==> src/tmcw_pkg.sv <==
// Shared constants, types and command/status structs for the text-mode character writer.
package tmcw_pkg;

  localparam int unsigned COLUMNS    = 80;
  localparam int unsigned ROWS       = 25;
  localparam int unsigned CELL_COUNT = COLUMNS * ROWS;
  localparam int unsigned MOVE_CELLS = (ROWS - 2) * COLUMNS;
  localparam int unsigned FILL_END   = (ROWS - 1) * COLUMNS;

  localparam int unsigned ADDR_W = $clog2(CELL_COUNT);
  localparam int unsigned ROW_W  = $clog2(ROWS);
  localparam int unsigned COL_W  = $clog2(COLUMNS);

  localparam int unsigned OP_W     = 1;
  localparam int unsigned CHAR_W   = 9;
  localparam int unsigned INDEX_W  = 11;
  localparam int unsigned CURSOR_W = 11;
  localparam int unsigned VALUE_W  = 16;

  typedef logic [ADDR_W-1:0]  addr_t;
  typedef logic [ROW_W-1:0]   row_t;
  typedef logic [COL_W-1:0]   col_t;
  typedef logic [VALUE_W-1:0] cell_t;

  typedef enum logic [OP_W-1:0] {
    OP_PUT  = 1'b0,
    OP_READ = 1'b1
  } op_e;

  localparam logic [CHAR_W-1:0] CODE_NEWLINE   = 9'd10;
  localparam logic [CHAR_W-1:0] CODE_BACKSPACE = 9'h100;
  localparam logic [7:0]        ATTR_NORMAL    = 8'h07;
  localparam cell_t             BLANK_CELL     = 16'h0720;

  localparam row_t  LAST_ROW    = row_t'(ROWS - 1);
  localparam row_t  SCROLL_ROW  = row_t'(ROWS - 2);
  localparam col_t  LAST_COL    = col_t'(COLUMNS - 1);
  localparam addr_t COLS_A      = addr_t'(COLUMNS);
  localparam addr_t CLEAR_LAST  = addr_t'(CELL_COUNT - 1);
  localparam addr_t MOVE_A      = addr_t'(MOVE_CELLS);
  localparam addr_t FILL_LAST   = addr_t'(FILL_END - 1);

  // controller -> datapath
  typedef struct packed {
    logic clear;        // reset clearing pass: zero at counter
    logic accept_put;   // take a put word, write character, step cursor
    logic accept_read;  // take a read word, issue RAM read
    logic copy;         // scroll: move one cell up a row
    logic fill;         // scroll: zero tail of the row under the cursor
    logic blank;        // blank under cursor, load put result
    logic read_out;     // load read result
  } dp_cmd_t;

  // datapath -> controller
  typedef struct packed {
    logic scroll;
    logic clear_last;
    logic copy_last;
    logic fill_last;
  } dp_status_t;

endpackage

==> src/tmcw_ctrl.sv <==
// Controller state machine: sequences clearing, put, scroll and read work.
module tmcw_ctrl (
  input  logic                   clk_i,
  input  logic                   rst_ni,
  input  logic                   start,
  input  logic [tmcw_pkg::OP_W-1:0] operation_i,
  input  tmcw_pkg::dp_status_t   status_i,
  output logic                   busy,
  output logic                   done_o,
  output tmcw_pkg::dp_cmd_t      cmd_o
);
  import tmcw_pkg::*;

  typedef enum logic [5:0] {
    S_CLEAR  = 6'b000001,
    S_IDLE   = 6'b000010,
    S_COPY   = 6'b000100,
    S_FILL   = 6'b001000,
    S_BLANK  = 6'b010000,
    S_RDWAIT = 6'b100000
  } state_e;

  state_e state_q, state_d;
  logic   done_q, done_d;

  always_comb begin
    state_d = state_q;
    done_d  = 1'b0;
    cmd_o   = '0;
    unique case (state_q)
      S_CLEAR: begin
        cmd_o.clear = 1'b1;
        if (status_i.clear_last) begin
          state_d = S_IDLE;
        end
      end
      S_IDLE: begin
        if (start) begin
          if (op_e'(operation_i) == OP_READ) begin
            cmd_o.accept_read = 1'b1;
            state_d           = S_RDWAIT;
          end else begin
            cmd_o.accept_put = 1'b1;
            state_d          = status_i.scroll ? S_COPY : S_BLANK;
          end
        end
      end
      S_COPY: begin
        cmd_o.copy = 1'b1;
        if (status_i.copy_last) begin
          state_d = S_FILL;
        end
      end
      S_FILL: begin
        cmd_o.fill = 1'b1;
        if (status_i.fill_last) begin
          state_d = S_BLANK;
        end
      end
      S_BLANK: begin
        cmd_o.blank = 1'b1;
        done_d      = 1'b1;
        state_d     = S_IDLE;
      end
      S_RDWAIT: begin
        cmd_o.read_out = 1'b1;
        done_d         = 1'b1;
        state_d        = S_IDLE;
      end
      default: begin
        state_d = S_IDLE;
      end
    endcase
  end

  always_ff @(posedge clk_i or negedge rst_ni) begin
    if (!rst_ni) begin
      state_q <= S_CLEAR;
      done_q  <= 1'b0;
    end else begin
      state_q <= state_d;
      done_q  <= done_d;
    end
  end

  assign busy   = (state_q != S_IDLE);
  assign done_o = done_q;

endmodule

==> config.mk <==
export PLATFORM = sky130hd
export DESIGN_NAME = tmcw_ctrl
export DESIGN_NICKNAME = d
export VERILOG_FILES = /design/src/tmcw_pkg.sv /design/src/tmcw_ctrl.sv
export SDC_FILE = /design/constraint.sdc
export NUM_CORES = 1
export LEC_CHECK = 0
export BUFFER_PORTS_ARGS = -buffer_cell sky130_fd_sc_hd__buf_4
export CAP_MARGIN = 20
export CORE_AREA = 2 2 39 41
export CTS_CLUSTER_SIZE = 25
export DETAILED_ROUTE_END_ITERATION = 8
export DIE_AREA = 0 0 41 43
export PLACE_DENSITY = 0.57
export SLEW_MARGIN = 10
export SYNTH_ARGS = -nofsm -noshare
export SYNTH_HDL_FRONTEND = slang
export SYNTH_SLANG_ARGS = --single-unit
==> constraint.sdc <==
create_clock -name clk_i -period 2.4 [get_ports clk_i]
set_input_delay 0.48 -clock clk_i [delete_from_list [all_inputs] [get_ports clk_i]]
set_output_delay 0.48 -clock clk_i [all_outputs]
set_load 0.01 [all_outputs]
==> reports/qor.txt, run 1 <==
synth warn -> 0
period utilization -> 0.964
initial DRC count -> 1
cell family with most CP delay -> simple AND/OR/NAND/NOR gates
Critical Path Start Type -> flop
Syn Nets -> 51
Main synth FF type -> dfrtp_1
max-cap violations -> 0
H-tree levels -> 1
worst-path cell chain -> or4_4 -> nor3b_4 -> and3_2 -> buf_4
Worst R2R Path Depth -> 4
Core Area -> 1380 um2
Starting Density -> 0.295
Cells after Synth -> 43
drt total wl -> 906 um
GRT met3 Usage -> 0.0157
Worst R2R End -> state_q[4]
dpl cells -> 75
drt wl/cell -> 11.3 um
PD cells -> 849 nW/um2
EDFF count, synth -> 0
hold crit path type -> primary input to asynchronous set/reset pin
CTS buffer count -> 3
cell taking the most area after synthesis -> dfrtp_1
syn_area_per_cell -> 9.49 um2
Max transition margin -> 0.749
crit-path max FO -> 5
most frequent cell after synthesis -> dfrtp_1
Levels on crit path -> 4
global-route wire length before repair -> 1.44 mm
Buf/Inv on CP -> 1
Final TNS setup -> 0 ns
asr flop ratio synth -> 1.00
Worst-Skew Late Latency -> 0.24 ns
Layout Utilization -> 0.428
clk sinks -> 7
GRT Total Usage -> 0.124
final hold violations -> 0
f_max -> 432 MHz
post-route ant nets -> 0
Worst Setup End Kind -> output port
Area growth, synth to finish -> 45.1%
Die W -> 41 um
ranking of synthesized cells by area -> dfrtp_1 37%, dfstp_2 6.4%, nor3b_1 5.5%
outcome -> complete, no violations
Final Skew -> 0.000247 ns
Die Y -> 43 um
Syn Std Cell Area -> 408 um2
Vias -> 405
worst path required time -> 1.92 ns
CTS root buf -> clkbuf_4
met1 Track Usage GR -> 0.146
row cnt -> 14
Vias/cell -> 5.06
largest net degree at the start of global routing -> 8
P_leak -> 0.296 nW
# IOs -> 17
grt peak-use layer -> met2
post-synthesis register bit count -> 7
total chip power -> 0.502 mW
maximum vdd drop -> 349 uV
Reg-to-Reg Start -> state_q[5]
vias in the first global route -> 383
RSZ-0062 raised after global routing -> false
share of layout cells above drive strength 1 -> 0.500
HPWL Detailed -> 730 um
gr ovfl total -> 0
Antenna Cells -> 0
Reg2Reg Setup Slack -> 0.61 ns
Final setup viols -> 0
routability cong. -> 0.703
die area -> 1760 um2
WP data arrival -> 1.83 ns
nets -> 73
Max clock buf depth -> 2
initial antenna violation count -> 0
Period minus WS final -> 2.31 ns
crit path max-delay cell type -> or4_4
CTS tree -> built
Synth cell types -> 22
sequential area share after synthesis -> 0.433
final slew viol count -> 0
drt pass-1 iters -> 2
share of the synthesized area in the top cell type -> 0.368
Cell Count, Final, Fillers Out -> 80
DRC viols -> 0
worst-margin pin slew -> 0.373 ns
CP peak stage delay -> 0.57 ns
top cells by count, synth -> 6 x dfrtp_1, 5 x nor2_1
Hold-fix buffers, CTS -> 0
kind of critical path -> flop to output port
clock slew at reported path FFs -> 0.05 ns
GR Util met2 -> 0.188
Buffers on Ports -> 16
[report_power, final]
group | internal [mW] | switching, mW
clock | 0.0631 | 0.0388
sequential | 0.140 | 0.0240
combinational | 0.129 | 0.108
total | 0.332 | 0.171
[flip-flops by register name, summed over array words and instances (netlist names)]
signal   cells
state_q      6
done_o       1
[area by class of cell]
| class | instances | area (um2) |
|---|---|---|
| Fill cell | 147 | 792 |
| Multi-Input combinational cell | 33 | 229 |
| Sequential cell | 7 | 178 |
| Timing Repair Buffer | 17 | 128 |
| Clock buffer | 4 | 26.3 |
| Tap cell | 16 | 20.0 |
| Inverter | 3 | 11.3 |
[logic make-up (layout without fill, tap and decap cells)]
logic type | count (synthesis) | count (layout) | synth area share
buf+inv | 3 | 24 | 0.0276
flops | 7 | 7 | 0.433
compound gates | 9 | 9 | 0.138
simple gates | 24 | 24 | 0.402
[stage by stage]
stage                     hold slack [ns]  setup slack [ns]  area [um2]
after floorplan                     0.184             0.480         408
after CTS                          0.0336            0.0487         574
after global placement              0.295             0.330         548
final                              0.0380            0.0863         592
after global routing               0.0324           0.00221         592
after detailed placement            0.297             0.320         548
[repair_timing]
item                                    in CTS  in global routing
endpoints found under the setup margin       0                  1
endpoints found under the hold margin        0                  0
gates resized for setup                      0                  3
setup buffers                                0                  1
[cell usage in the layout (no fill, tap or decap), types with 2 or more instances in the layout]
cell      instances
and3_2            2
o22ai_1           2
nor3b_1           3
or4_2             2
buf_4            17
dfrtp_1           5
a21oi_1           3
nand2_1           2
inv_1             3
clkbuf_4          3
nand2b_1          2
nor2_1            5
[worst max-delay path by stage]
stage | startpoint | to | slack, ns
6_report | state_q[5] | cmd_o[4] | 0.09
5_1_grt | state_q[5] | cmd_o[5] | 0.002
4_1_cts | state_q[5] | cmd_o[5] | 0.05
3_5_place_dp | state_q[5] | cmd_o[5] | 0.32
3_3_place_gp | state_q[5] | cmd_o[5] | 0.33
2_1_floorplan | state_q[5] | cmd_o[5] | 0.48
[metal layers]
metal,up-vias,routed length [um]
li1,201,-
met3,0,24
met1,196,387
met4,0,0
met2,8,494
met5,-,0
(Power assumes the default switching activity.)
==> run 2: changes to the inputs <==
- RECOVER_POWER: not set -> 50
==> run 2 against run 1 <==
Global-route usage unchanged; sequential power about the same; register-to-register slack about the same; sequential share of layout area up 0.39 points; largest power group unchanged; clock-buffer cell count unchanged; via count unchanged; first-iteration DRC count unchanged; combinational power about the same; clock skew unchanged; cell count unchanged.
==> reports/qor.txt, run 2 (synthesis results as in run 1) <==
outcome -> complete, no violations
Reg-to-Reg Start -> state_q[5]
most common cell after layout, fill and taps aside -> buf_4
CTS tree -> built
CTS root buf -> clkbuf_4
Die W -> 41 um (unchanged)
area occupied by multi-input gates -> 229 um2 (unchanged)
Max transition margin -> 0.749 (unchanged)
worst path required time -> 1.92 ns (about the same)
Final setup viols -> 0 (unchanged)
clk sinks -> 7 (unchanged)
Final TNS setup -> 0 ns (unchanged)
CTS buffer count -> 3 (unchanged)
dpl cells -> 75 (unchanged)
Max clock buf depth -> 2 (unchanged)
Antenna Cells -> 0 (unchanged)
initial antenna violation count -> 0 (unchanged)
Switching Share -> 0.342 (+0.00234)
H-tree levels -> 1 (unchanged)
f_max -> 432 MHz (unchanged)
maximum vdd drop -> 349 uV (about the same)
Hold-fix buffers, CTS -> 0 (unchanged)
P_leak -> 0.288 nW (-2.6%)
Cell Count, Final, Fillers Out -> 80 (unchanged)
met1 Track Usage GR -> 0.146 (unchanged)
crit-path max FO -> 5 (unchanged)
GRT Total Usage -> 0.124 (unchanged)
Critical Path Start Type -> flop
Reg2Reg Setup Slack -> 0.61 ns (about the same)
post-route ant nets -> 0 (unchanged)
drt pass-1 iters -> 2 (unchanged)
Worst R2R Path Depth -> 4 (unchanged)
DRC viols -> 0 (unchanged)
final hold violations -> 0 (unchanged)
period utilization -> 0.964 (about the same)
internal power -> 0.328 mW (-1.1%)
PD cells -> 853 nW/um2 (+0.53%)
clock slew at reported path FFs -> 0.05 ns (about the same)
largest net degree at the start of global routing -> 8 (unchanged)
nets -> 73 (unchanged)
Area growth, synth to finish -> 43.3%
grt peak-use layer -> met2
max-cap violations -> 0 (unchanged)
Top reg by flops -> state_q
GR Util met2 -> 0.188 (unchanged)
Final Skew -> 0.000247 ns (unchanged)
Vias/cell -> 5.06 (unchanged)
routability cong. -> 0.703 (unchanged)
Core Area -> 1380 um2 (unchanged)
# IOs -> 17 (unchanged)
Seq pwr share -> 0.328 (+0.002)
final slew viol count -> 0 (unchanged)
hold crit path type -> primary input to asynchronous set/reset pin
max FFs per register -> 6 (unchanged)
register area -> 178 um2 (unchanged)
drt wl/cell -> 11.3 um (-0.22%)
kind of critical path -> flop to output port
global-route wire length before repair -> 1.44 mm (unchanged)
Logic pwr share -> 0.467 (-0.004)
Final Instance Area -> 584 um2 (-1.3%)
Die Y -> 43 um (unchanged)
filler cell count -> 148 (+0.68%)
vias in the first global route -> 383 (unchanged)
Worst-Skew Late Latency -> 0.24 ns (about the same)
drt total wl -> 904 um (-0.22%)
RSZ-0062 raised after global routing -> false
power share of the clock group -> 0.205 (+0.002)
Buffers on Ports -> 16 (unchanged)
WP data arrival -> 1.83 ns (about the same)
Worst Setup End Kind -> output port
HPWL Detailed -> 730 um (unchanged)
Worst R2R End -> state_q[4]
worst-margin pin slew -> 0.373 ns (unchanged)
die area -> 1760 um2 (unchanged)
initial DRC count -> 1 (unchanged)
gr ovfl total -> 0 (unchanged)
worst-path cell chain -> or4_4 -> nor3b_4 -> and3_2 -> buf_4
P_sw -> 0.171 mW (about the same)
row cnt -> 14 (unchanged)
crit path max-delay cell type -> or4_4
most frequent cells in the layout -> 15 x buf_4, 5 x nor2_1, 5 x dfrtp_1
Vias -> 405 (unchanged)
CP peak stage delay -> 0.57 ns (about the same)
Period minus WS final -> 2.31 ns (-0.000000600 ns)
Starting Density -> 0.295 (unchanged)
Cell Area, Placed -> 548 um2 (unchanged)
GRT met3 Usage -> 0.0157 (unchanged)
share of layout cells above drive strength 1 -> 0.469 (-0.0313)
==> run 2: cell types whose count changed in the layout (fill, tap and decap cells not counted), sizes merged <==
cell	previous run	this run
clkbuf	4	6
buf	17	15
==> run 2: through the flow <==
stage	setup WS, ns	power (mW)	util	hold WS [ns]
4_1_cts	0.0487	0.474	0.415	0.0336
6_report	0.0863	0.499	0.422	0.120
3_5_place_dp	0.320	0.371	0.396	0.297
5_1_grt	0.00221	0.538	0.422	0.145
2_1_floorplan	0.480	0.293	-	0.184
3_3_place_gp	0.330	0.370	0.396	0.295
==> run 2: what timing repair did <==
action	in CTS	in global routing
gates resized for setup	0	3
buffers inserted	0	1
hold endpoints to repair	0	0
endpoints found under the setup margin	0	1
==> run 2: cell type report <==
type	count	area share
Multi-Input combinational cell	33	0.392
Tap cell	16	0.0343
Clock buffer	4	0.0450
Inverter	3	0.0193
Sequential cell	7	0.304
Timing Repair Buffer	17	0.206
==> run 2: worst max path at each step <==
stage | from | cells after the start | endpoint | slack (ns)
4_1_cts | state_q[5] | 5 | cmd_o[5] | 0.05
3_5_place_dp | state_q[5] | 5 | cmd_o[5] | 0.32
5_1_grt | state_q[5] | 5 | cmd_o[5] | 0.002
2_1_floorplan | state_q[5] | 4 | cmd_o[5] | 0.48
3_3_place_gp | state_q[5] | 5 | cmd_o[5] | 0.33
6_report | state_q[5] | 4 | cmd_o[4] | 0.09
==> run 2: per-layer routing <==
| layer | share of wire | wire (um) | vias to the layer above |
|---|---|---|---|
| met4 | 0 | 0 | 0 |
| met5 | 0 | 0 | - |
| met3 | 0.027 | 24 | 0 |
| met1 | 0.43 | 386 | 196 |
| li1 | - | - | 201 |
| met2 | 0.54 | 492 | 8 |
==> run 2: power by group through the flow <==
stage	Clock [mW]	Combinational, mW	Sequential [mW]
after global routing	0.112	0.259	0.168
after CTS	0.105	0.207	0.162
after detailed placement	0	0.206	0.165
after floorplan	0	0.132	0.161
after global placement	0	0.206	0.164
final	0.102	0.233	0.164
==> run 2: critical path, delay by kind of cell (launching register included) <==
kind / cells / cell delay, ns
DFF: 1 / 0.40
buffers and inverters: 1 / 0.11
and+or+nand+nor: 3 / 1.08
